===== src/sv/hilbert_tile_order_mapper_top_defines.svh =====
// ---------------------------------------------------------------------------
// Hilbert tile order mapper assertion macros
// Shared concurrent assertion forms, clocked on clk and disabled in reset.
// ---------------------------------------------------------------------------
`ifndef HILBERT_TILE_ORDER_MAPPER_TOP_DEFINES_SVH
`define HILBERT_TILE_ORDER_MAPPER_TOP_DEFINES_SVH

// A property that must hold at every clock edge outside reset.
`define HTO_ASSERT(lbl, prop, msg) \
  lbl: assert property (@(posedge clk) disable iff (!rst_n) prop) \
    else $error(msg);

// A condition that must be followed by another one in the next cycle.
`define HTO_ASSERT_NEXT(lbl, pre, post, msg) \
  lbl: assert property (@(posedge clk) disable iff (!rst_n) (pre) |=> (post)) \
    else $error(msg);

`endif


===== src/sv/hto_pkg.sv =====
// ---------------------------------------------------------------------------
// Hilbert tile order mapper package
// Widths, constants, shared types and helper functions of the mapper.
// ---------------------------------------------------------------------------
`default_nettype none

package hto_pkg;

  localparam int TILE_SIZE = 48;
  localparam int MAX_ORDER = 8;

  localparam int DIM_W   = 14;
  localparam int IDX_W   = 16;
  localparam int GRID_W  = 8;
  localparam int SIZE_W  = 6;
  localparam int COUNT_W = 9;
  localparam int ORDER_W = 4;
  localparam int CFG_IDX_W = 1;

  // A tile of 48 pixels is 16 times 3: shift by 4, then multiply by a
  // reciprocal of 3 that is exact for every quotient below 2048.
  localparam int TILE_POW2_SH = 4;
  localparam int TILE_ODD_MUL = 683;
  localparam int TILE_ODD_SH  = 11;
  localparam int PROD_W       = 21;

  localparam logic [DIM_W-1:0] FRAME_WIDTH_RST  = DIM_W'(1920);
  localparam logic [DIM_W-1:0] FRAME_HEIGHT_RST = DIM_W'(1080);

  localparam logic [CFG_IDX_W-1:0] CFG_FRAME_WIDTH  = 1'b0;
  localparam logic [CFG_IDX_W-1:0] CFG_FRAME_HEIGHT = 1'b1;

  typedef struct packed {
    logic [DIM_W-1:0]   frame_w;
    logic [DIM_W-1:0]   frame_h;
    logic [COUNT_W-1:0] cols;
    logic [COUNT_W-1:0] rows;
    logic [ORDER_W-1:0] order;
  } grid_cfg_t;

  typedef struct packed {
    logic              beyond;
    logic [GRID_W-1:0] gx;
    logic [GRID_W-1:0] gy;
  } decode_t;

  typedef struct packed {
    logic              in_frame;
    logic [GRID_W-1:0] grid_x;
    logic [GRID_W-1:0] grid_y;
    logic [DIM_W-1:0]  tile_x;
    logic [DIM_W-1:0]  tile_y;
    logic [SIZE_W-1:0] tile_w;
    logic [SIZE_W-1:0] tile_h;
  } result_t;

  function automatic logic [COUNT_W-1:0] tiles_for(input logic [DIM_W-1:0] pixels);
    logic [DIM_W:0]    sum;
    logic [DIM_W:0]    q16;
    logic [PROD_W-1:0] prod;
    sum  = {1'b0, pixels} + (DIM_W+1)'(TILE_SIZE - 1);
    q16  = sum >> TILE_POW2_SH;
    prod = PROD_W'(q16) * PROD_W'(TILE_ODD_MUL);
    return COUNT_W'(prod >> TILE_ODD_SH);
  endfunction

  function automatic logic [ORDER_W-1:0] curve_order(input logic [COUNT_W-1:0] side);
    logic [ORDER_W-1:0] o;
    o = '0;
    for (int i = 0; i < MAX_ORDER; i++) begin
      if (side > (COUNT_W'(1) << i)) begin
        o = ORDER_W'(i + 1);
      end
    end
    return o;
  endfunction

endpackage

`default_nettype wire


===== src/sv/hto_if.sv =====
// ---------------------------------------------------------------------------
// Hilbert tile order mapper channels
// Valid/ready interfaces for index requests, tile results and config writes.
// ---------------------------------------------------------------------------
`default_nettype none

interface hto_in_if;
  import hto_pkg::*;
  logic             valid;
  logic             ready;
  logic [IDX_W-1:0] curve_index;
  modport source (output valid, output curve_index, input ready);
  modport sink (input valid, input curve_index, output ready);
endinterface

interface hto_out_if;
  import hto_pkg::*;
  logic              valid;
  logic              ready;
  logic              in_frame;
  logic [GRID_W-1:0] grid_x;
  logic [GRID_W-1:0] grid_y;
  logic [DIM_W-1:0]  tile_x;
  logic [DIM_W-1:0]  tile_y;
  logic [SIZE_W-1:0] tile_w;
  logic [SIZE_W-1:0] tile_h;
  modport source (output valid, output in_frame, output grid_x, output grid_y,
                  output tile_x, output tile_y, output tile_w, output tile_h,
                  input ready);
  modport sink (input valid, input in_frame, input grid_x, input grid_y,
                input tile_x, input tile_y, input tile_w, input tile_h,
                output ready);
endinterface

interface hto_cfg_if;
  import hto_pkg::*;
  logic                 valid;
  logic                 ready;
  logic [CFG_IDX_W-1:0] index;
  logic [DIM_W-1:0]     data;
  modport source (output valid, output index, output data, input ready);
  modport sink (input valid, input index, input data, output ready);
endinterface

`default_nettype wire


===== src/sv/hto_grid_cfg.sv =====
// ---------------------------------------------------------------------------
// Hilbert tile order mapper grid configuration
// Frame size registers, tile grid size and curve order.
// ---------------------------------------------------------------------------
`default_nettype none

module hto_grid_cfg (
  input  wire logic           clk,
  input  wire logic           rst_n,
  hto_cfg_if.sink             cfg_ch,
  output hto_pkg::grid_cfg_t  grid
);
  import hto_pkg::*;

  logic [DIM_W-1:0]   frame_w_r, frame_w_nxt;
  logic [DIM_W-1:0]   frame_h_r, frame_h_nxt;
  logic [COUNT_W-1:0] cols_r, cols_nxt;
  logic [COUNT_W-1:0] rows_r, rows_nxt;
  logic [COUNT_W-1:0] side;

  assign cfg_ch.ready = 1'b1;

  always_comb begin
    frame_w_nxt = frame_w_r;
    frame_h_nxt = frame_h_r;
    cols_nxt    = cols_r;
    rows_nxt    = rows_r;
    if (cfg_ch.valid) begin
      case (cfg_ch.index)
        CFG_FRAME_WIDTH: begin
          frame_w_nxt = cfg_ch.data;
          cols_nxt    = tiles_for(cfg_ch.data);
        end
        CFG_FRAME_HEIGHT: begin
          frame_h_nxt = cfg_ch.data;
          rows_nxt    = tiles_for(cfg_ch.data);
        end
        default: begin
        end
      endcase
    end
  end

  always_ff @(posedge clk) begin
    if (!rst_n) begin
      frame_w_r <= FRAME_WIDTH_RST;
      frame_h_r <= FRAME_HEIGHT_RST;
      cols_r    <= tiles_for(FRAME_WIDTH_RST);
      rows_r    <= tiles_for(FRAME_HEIGHT_RST);
    end else begin
      frame_w_r <= frame_w_nxt;
      frame_h_r <= frame_h_nxt;
      cols_r    <= cols_nxt;
      rows_r    <= rows_nxt;
    end
  end

  assign side = (cols_r > rows_r) ? cols_r : rows_r;

  assign grid.frame_w = frame_w_r;
  assign grid.frame_h = frame_h_r;
  assign grid.cols    = cols_r;
  assign grid.rows    = rows_r;
  assign grid.order   = curve_order(side);

endmodule

`default_nettype wire


===== src/sv/hto_hilbert_decode.sv =====
// ---------------------------------------------------------------------------
// Hilbert tile order mapper curve decoder
// Turns a curve index into a grid column and row, one level per step.
// ---------------------------------------------------------------------------
`default_nettype none

module hto_hilbert_decode (
  input  wire logic [hto_pkg::IDX_W-1:0]   curve_index,
  input  wire logic [hto_pkg::ORDER_W-1:0] order,
  output hto_pkg::decode_t                 dec
);
  import hto_pkg::*;

  logic [GRID_W-1:0] gx, gy;

  always_comb begin
    logic [GRID_W-1:0] s;
    logic [GRID_W-1:0] tmp;
    logic              rx;
    logic              ry;
    gx = '0;
    gy = '0;
    for (int lvl = 0; lvl < MAX_ORDER; lvl++) begin
      s   = GRID_W'(1) << lvl;
      rx  = curve_index[2*lvl+1];
      ry  = curve_index[2*lvl] ^ rx;
      tmp = gx;
      if (lvl < int'(order)) begin
        if (!ry) begin
          if (rx) begin
            gx = s - GRID_W'(1) - gx;
            gy = s - GRID_W'(1) - gy;
          end
          tmp = gx;
          gx  = gy;
          gy  = tmp;
        end
        if (rx) begin
          gx = gx | s;
        end
        if (ry) begin
          gy = gy | s;
        end
      end
    end
  end

  assign dec.beyond = (curve_index >> {order, 1'b0}) != '0;
  assign dec.gx     = gx;
  assign dec.gy     = gy;

endmodule

`default_nettype wire


===== src/sv/hto_tile_geom.sv =====
// ---------------------------------------------------------------------------
// Hilbert tile order mapper tile geometry
// Frame test, pixel origin and clipped size of a decoded tile.
// ---------------------------------------------------------------------------
`default_nettype none

module hto_tile_geom (
  input  wire hto_pkg::decode_t   dec,
  input  wire hto_pkg::grid_cfg_t grid,
  output hto_pkg::result_t        res
);
  import hto_pkg::*;

  logic              in_grid;
  logic [DIM_W-1:0]  px, py;
  logic [DIM_W-1:0]  rem_x, rem_y;
  logic [SIZE_W-1:0] tw, th;

  assign in_grid = ({1'b0, dec.gx} < grid.cols) && ({1'b0, dec.gy} < grid.rows);
  assign px      = DIM_W'(dec.gx) * DIM_W'(TILE_SIZE);
  assign py      = DIM_W'(dec.gy) * DIM_W'(TILE_SIZE);
  assign rem_x   = grid.frame_w - px;
  assign rem_y   = grid.frame_h - py;
  assign tw      = (rem_x < DIM_W'(TILE_SIZE)) ? rem_x[SIZE_W-1:0] : SIZE_W'(TILE_SIZE);
  assign th      = (rem_y < DIM_W'(TILE_SIZE)) ? rem_y[SIZE_W-1:0] : SIZE_W'(TILE_SIZE);

  always_comb begin
    res = '0;
    if (!dec.beyond) begin
      res.in_frame = in_grid;
      res.grid_x   = dec.gx;
      res.grid_y   = dec.gy;
      res.tile_x   = px;
      res.tile_y   = py;
      res.tile_w   = in_grid ? tw : '0;
      res.tile_h   = in_grid ? th : '0;
    end
  end

endmodule

`default_nettype wire


===== src/sv/hilbert_tile_order_mapper_top.sv =====
// ---------------------------------------------------------------------------
// Hilbert tile order mapper
// Maps a Hilbert curve index to a 48-pixel render tile of the frame.
// ---------------------------------------------------------------------------
// The mapper takes one curve index request per clock while the result side
// does not stall and returns one tile result per request, in order, through
// the index register and the result register. The rate is set by the single
// registered decode pass between them; the result register lets a new request
// enter while a finished result waits. Frame size writes are always ready and
// apply to each request that enters the result register after the write.
`default_nettype none
`include "hilbert_tile_order_mapper_top_defines.svh"

module hilbert_tile_order_mapper_top (
  input  wire logic clk,
  input  wire logic rst_n,
  hto_in_if.sink    in_ch,
  hto_out_if.source out_ch,
  hto_cfg_if.sink   cfg_ch
);
  import hto_pkg::*;

  grid_cfg_t        grid;
  decode_t          dec;
  result_t          res;
  logic             s1_valid_r, s1_valid_nxt;
  logic [IDX_W-1:0] s1_idx_r;
  logic             out_valid_r, out_valid_nxt;
  result_t          out_data_r;
  logic             s2_take;

  hto_grid_cfg u_grid_cfg (
    .clk    (clk),
    .rst_n  (rst_n),
    .cfg_ch (cfg_ch),
    .grid   (grid)
  );

  hto_hilbert_decode u_decode (
    .curve_index (s1_idx_r),
    .order       (grid.order),
    .dec         (dec)
  );

  hto_tile_geom u_geom (
    .dec  (dec),
    .grid (grid),
    .res  (res)
  );

  assign s2_take     = !out_valid_r || out_ch.ready;
  assign in_ch.ready = !s1_valid_r || s2_take;

  always_comb begin
    s1_valid_nxt  = s1_valid_r;
    out_valid_nxt = out_valid_r;
    if (in_ch.ready) begin
      s1_valid_nxt = in_ch.valid;
    end
    if (s2_take) begin
      out_valid_nxt = s1_valid_r;
    end
  end

  always_ff @(posedge clk) begin
    if (!rst_n) begin
      s1_valid_r  <= 1'b0;
      out_valid_r <= 1'b0;
    end else begin
      s1_valid_r  <= s1_valid_nxt;
      out_valid_r <= out_valid_nxt;
    end
  end

  always_ff @(posedge clk) begin
    if (in_ch.ready && in_ch.valid) begin
      s1_idx_r <= in_ch.curve_index;
    end
    if (s2_take && s1_valid_r) begin
      out_data_r <= res;
    end
  end

  assign out_ch.valid    = out_valid_r;
  assign out_ch.in_frame = out_data_r.in_frame;
  assign out_ch.grid_x   = out_data_r.grid_x;
  assign out_ch.grid_y   = out_data_r.grid_y;
  assign out_ch.tile_x   = out_data_r.tile_x;
  assign out_ch.tile_y   = out_data_r.tile_y;
  assign out_ch.tile_w   = out_data_r.tile_w;
  assign out_ch.tile_h   = out_data_r.tile_h;

  `HTO_ASSERT(a_frame_size, out_ch.valid |-> (out_ch.in_frame == ((out_ch.tile_w != '0) && (out_ch.tile_h != '0))), "tile size disagrees with frame flag")
  `HTO_ASSERT(a_origin, out_ch.valid |-> (out_ch.tile_x == DIM_W'(out_ch.grid_x) * DIM_W'(TILE_SIZE)), "tile origin disagrees with grid column")
  `HTO_ASSERT_NEXT(a_advance, s1_valid_r && s2_take, out_valid_r, "decoded request was not moved to the result register")

endmodule

`default_nettype wire

===== src/flat_wrapper.sv =====
// flat-port wrapper written by rule: the top's interface ports become plain ports
module hilbert_tile_order_mapper_top_flat import hto_pkg::*;
  (clk, rst_n, in_ch_valid, in_ch_curve_index, in_ch_ready, out_ch_valid, out_ch_in_frame, out_ch_grid_x, out_ch_grid_y, out_ch_tile_x, out_ch_tile_y, out_ch_tile_w, out_ch_tile_h, out_ch_ready, cfg_ch_valid, cfg_ch_index, cfg_ch_data, cfg_ch_ready);
  hto_in_if in_ch_i ();
  hto_out_if out_ch_i ();
  hto_cfg_if cfg_ch_i ();
  input  wire logic clk;
  input  wire logic rst_n;
  input wire logic [$bits(in_ch_i.valid)-1:0] in_ch_valid;
  input wire logic [$bits(in_ch_i.curve_index)-1:0] in_ch_curve_index;
  output wire logic [$bits(in_ch_i.ready)-1:0] in_ch_ready;
  output wire logic [$bits(out_ch_i.valid)-1:0] out_ch_valid;
  output wire logic [$bits(out_ch_i.in_frame)-1:0] out_ch_in_frame;
  output wire logic [$bits(out_ch_i.grid_x)-1:0] out_ch_grid_x;
  output wire logic [$bits(out_ch_i.grid_y)-1:0] out_ch_grid_y;
  output wire logic [$bits(out_ch_i.tile_x)-1:0] out_ch_tile_x;
  output wire logic [$bits(out_ch_i.tile_y)-1:0] out_ch_tile_y;
  output wire logic [$bits(out_ch_i.tile_w)-1:0] out_ch_tile_w;
  output wire logic [$bits(out_ch_i.tile_h)-1:0] out_ch_tile_h;
  input wire logic [$bits(out_ch_i.ready)-1:0] out_ch_ready;
  input wire logic [$bits(cfg_ch_i.valid)-1:0] cfg_ch_valid;
  input wire logic [$bits(cfg_ch_i.index)-1:0] cfg_ch_index;
  input wire logic [$bits(cfg_ch_i.data)-1:0] cfg_ch_data;
  output wire logic [$bits(cfg_ch_i.ready)-1:0] cfg_ch_ready;
  assign in_ch_i.valid = in_ch_valid;
  assign in_ch_i.curve_index = in_ch_curve_index;
  assign in_ch_ready = in_ch_i.ready;
  assign out_ch_valid = out_ch_i.valid;
  assign out_ch_in_frame = out_ch_i.in_frame;
  assign out_ch_grid_x = out_ch_i.grid_x;
  assign out_ch_grid_y = out_ch_i.grid_y;
  assign out_ch_tile_x = out_ch_i.tile_x;
  assign out_ch_tile_y = out_ch_i.tile_y;
  assign out_ch_tile_w = out_ch_i.tile_w;
  assign out_ch_tile_h = out_ch_i.tile_h;
  assign out_ch_i.ready = out_ch_ready;
  assign cfg_ch_i.valid = cfg_ch_valid;
  assign cfg_ch_i.index = cfg_ch_index;
  assign cfg_ch_i.data = cfg_ch_data;
  assign cfg_ch_ready = cfg_ch_i.ready;
  hilbert_tile_order_mapper_top u_core (.clk(clk), .rst_n(rst_n), .in_ch(in_ch_i), .out_ch(out_ch_i), .cfg_ch(cfg_ch_i));
endmodule

===== config.mk =====
export PLATFORM = sky130hd
export DESIGN_NAME = hilbert_tile_order_mapper_top_flat
export DESIGN_NICKNAME = d
export VERILOG_FILES = /design/src/sv/hto_pkg.sv /design/src/sv/hto_if.sv /design/src/sv/hto_grid_cfg.sv /design/src/sv/hto_hilbert_decode.sv /design/src/sv/hto_tile_geom.sv /design/src/sv/hilbert_tile_order_mapper_top.sv /design/src/flat_wrapper.sv
export VERILOG_INCLUDE_DIRS = /design/src /design/src/sv
export SDC_FILE = /design/constraint.sdc
export NUM_CORES = 1
export LEC_CHECK = 0
export ABC_AREA = 1
export BUFFER_PORTS_ARGS = -buffer_cell sky130_fd_sc_hd__buf_2
export CORE_MARGIN = 3
export CORE_UTILIZATION = 61
export CTS_CLUSTER_SIZE = 20
export DETAILED_ROUTE_END_ITERATION = 6
export PLACE_DENSITY = 0.79
export SLEW_MARGIN = 20
export SYNTH_ARGS = -nofsm -noshare
export SYNTH_HDL_FRONTEND = slang
export SYNTH_SLANG_ARGS = --single-unit
export TNS_END_PERCENT = 5

===== constraint.sdc =====
create_clock -name clk -period 7.6 [get_ports clk]
set_input_delay 0.38 -clock clk [delete_from_list [all_inputs] [get_ports clk]]
set_output_delay 0.38 -clock clk [all_outputs]
set_load 0.005 [all_outputs]

==> results.toml <==
[synth]
synth.distinct_cells = 54
seq_area_frac_synth_pct = 29.3
synthTopCellsByArea = "edfxtp_1, ha_1, nand2_1, dfxtp_1, inv_1"
ys_async_sr_fraction_pct = 0
yosysTopAreaCell = "edfxtp_1"
yosysWarningCount = 0
synth-edff-count = 63
synth_ff_type = "edfxtp_1"
syn_area_per_cell_um2 = 7.68
ys_seq_elements = 111
synthCells = 1269
netlist_area_um2 = 9740
synth.top_cell.area_share_pct = 19.4

[global_route]
gr-total-overflow = 0
antenna_found_initial = 0
grt_max_degree = 48
grt_pass1_wl_um = 37000
grt_pass1_vias = 7742
groute.usage.overall_pct = 25.7

[cells_and_area]
nNetsFinal = 1545
finalNonFillerCells = 1580
drive_above_1_share_pct = 17.2
final_common_cell = "nand2_1"
diodes = 0
area_delta_synth_final_pct = 13.5
layout.cells.most_common_list = "nand2_1, inv_1, nor2_1, ha_1, buf_2"

[critical_path]
crit_arrival_ns = 7.61
ff2ff_setup_slack_ns = 0.23
setup.worst_path.end_class = "register"
path_max_fanout = 8
max_stage_delay_ns = 0.37
path_class = "reg2reg"
cp.required_ns = 7.84
worst_path_most_repeated_cell = "nand2_1"
critPathLaunchType = "register"
critPathSlowestCell = "ha_1"

[sta]
hold_viol_final = 0
finClkSkew_ns = 0.00850
period_minus_slack_ns = 7.37
setup_viol = 0
max_freq_mhz = 136
final_max_slew_viol_count = 0
tightest_slew_ns = 0.961
relSlewSlack_pct = 35.8
min_period_over_period_pct = 97.0
rsz0062_at_grt = "true"

[place]
io_buffer_count = 86
hpwl_um = 18000
gp_congestion = 0.911
placedCellCount = 1541

[floorplanning]
boundaryPins = 96
start_util_pct = 63.2
die_area_um2 = 17500
fp-row-count = 45
core_area_um2 = 15400
die_w_um = 132
dieHeight_um = 132

[outcome]
outcome = "completed"

[clock_tree]
cts_buffers = 9
path_clk_slew_ns = 0.09
cts_hold_buffers = 0
clock_path_buffers = 2
clkLatencyLatePin_ns = 0.37
htree_levels = 3
cts_sinks = 111
cts_tree = "done"
cts_root_buffer = "clkbuf_16"

[route]
drtIter0Drc = 957
via_per_inst = 5.55
route.detailed.drc = 0
routedWlPerCell_um = 15.1
num_vias = 8768
dr.pass1.iters = 6
postRouteWirelength_um = 23800
final_antenna_net_count = 0

[worst_hold_path]
holdCritPathClass = "in2reg"

[job]
maxCapViolCount = 0
state kept, by name (all words and copies together), names as in the netlist:
register,cells
u_core.u_grid_cfg.frame_w_r,14
u_core.u_grid_cfg.cols_r,9
u_core.out_ch.grid_y,7
u_core.u_grid_cfg.frame_h_r,14
u_core.s1_valid_r,1
u_core.out_ch.tile_x,10
u_core.u_grid_cfg.rows_r,9
u_core.out_ch.in_frame,1
u_core.out_ch.tile_y,10
u_core.out_ch.tile_w,6
u_core.out_ch.tile_h,6
u_core.out_ch.valid,1
u_core.out_ch.grid_x,7
u_core.s1_idx_r,16
critical path: cells and delay by family, from the launching register on:
kind / cells / cell delay [ns]
xor+xnor: 3 / 0.66
fa+ha+maj: 3 / 1.00
compound gates: 14 / 2.31
simple gates: 18 / 2.29
flops: 1 / 0.34
buf+inv: 5 / 0.61
cell type report:
type,instances,area [um2]
well taps,211,264
flip-flops and latches,111,2860
fillers,1208,4370
multi-input cells,936,6260
inverters,193,724
clock buffers,9,225
clock inverters,7,91.3
repair buffers,113,637
cell families (layout without fill, tap and decap cells):
logic type | after synthesis | after routing | synth area share (%)
xor gates and xnor gates | 42 | 42 | 3.78
adders and majority gates | 145 | 145 | 20.9
and+or+nand+nor | 515 | 515 | 23.4
buffers and inverters | 229 | 322 | 9.50
AOI/OAI and AO/OA | 225 | 225 | 13.1
other | 2 | 9 | 0.0771
DFF | 111 | 111 | 29.3
metal layers:
metal  wire [um]  global-route usage (%)  vias to the layer above  part of all wire (%)
met2       10900                    40.2                      346                    46
met4         444                    7.16                        0                   1.9
met1       10700                    36.9                     4021                    45
met3        1780                    4.27                       44                   7.5
li1            -                       -                     4357                     -
met5           0                       0                        -                     0
cells in the mapped netlist, types with 12 or more instances:
master	instances
edfxtp_1	63
inv_1	188
xor2_1	26
nand3_1	68
o211ai_1	17
nand2_2	20
buf_4	12
nor2_1	118
fa_1	29
nand2_1	262
xnor2_1	16
clkbuf_1	14
dfxtp_1	48
a21oi_1	88
ha_1	116
o21ai_0	82
metrics by stage:
step / setup slack [ns] / instance area (um2) / hold WS [ns] / setup TNS, ns / util, %
2_1_floorplan: 1.22 / 9770 / 0.429 / 0 / -
3_3_place_gp: 0.394 / 10300 / 0.444 / 0 / 66.8
3_5_place_dp: 0.181 / 10300 / 0.450 / 0 / 66.8
4_1_cts: 0.123 / 10600 / 0.175 / 0 / 68.8
5_1_grt: -0.263 / 11100 / 0.181 / -2.08 / 71.7
6_report: 0.227 / 11100 / 0.175 / 0 / 71.7
timing repair:
action	in CTS	in global routing
setup endpoints to repair	0	13
hold endpoints to repair	0	0
setup buffers	0	22
gates resized for setup	0	71
final timing paths:
| check | start | to | cells past startpoint |
|---|---|---|---|
| hold / removal | in_ch_curve_index[10] | u_core.s1_idx_r[10] | 1 |
| setup reg to reg | u_core.u_grid_cfg.rows_r[1] | u_core.out_ch.tile_h[2] | 43 |
| setup / recovery | u_core.u_grid_cfg.rows_r[1] | u_core.out_ch.tile_h[2] | 43 |
| hold reg to reg | u_core.u_grid_cfg.frame_w_r[3] | u_core.u_grid_cfg.frame_w_r[3] | 2 |
Power is left out: the tool's default activity adds up to more than one toggle a clock period on the data nets, which glitch-free logic cannot reach.
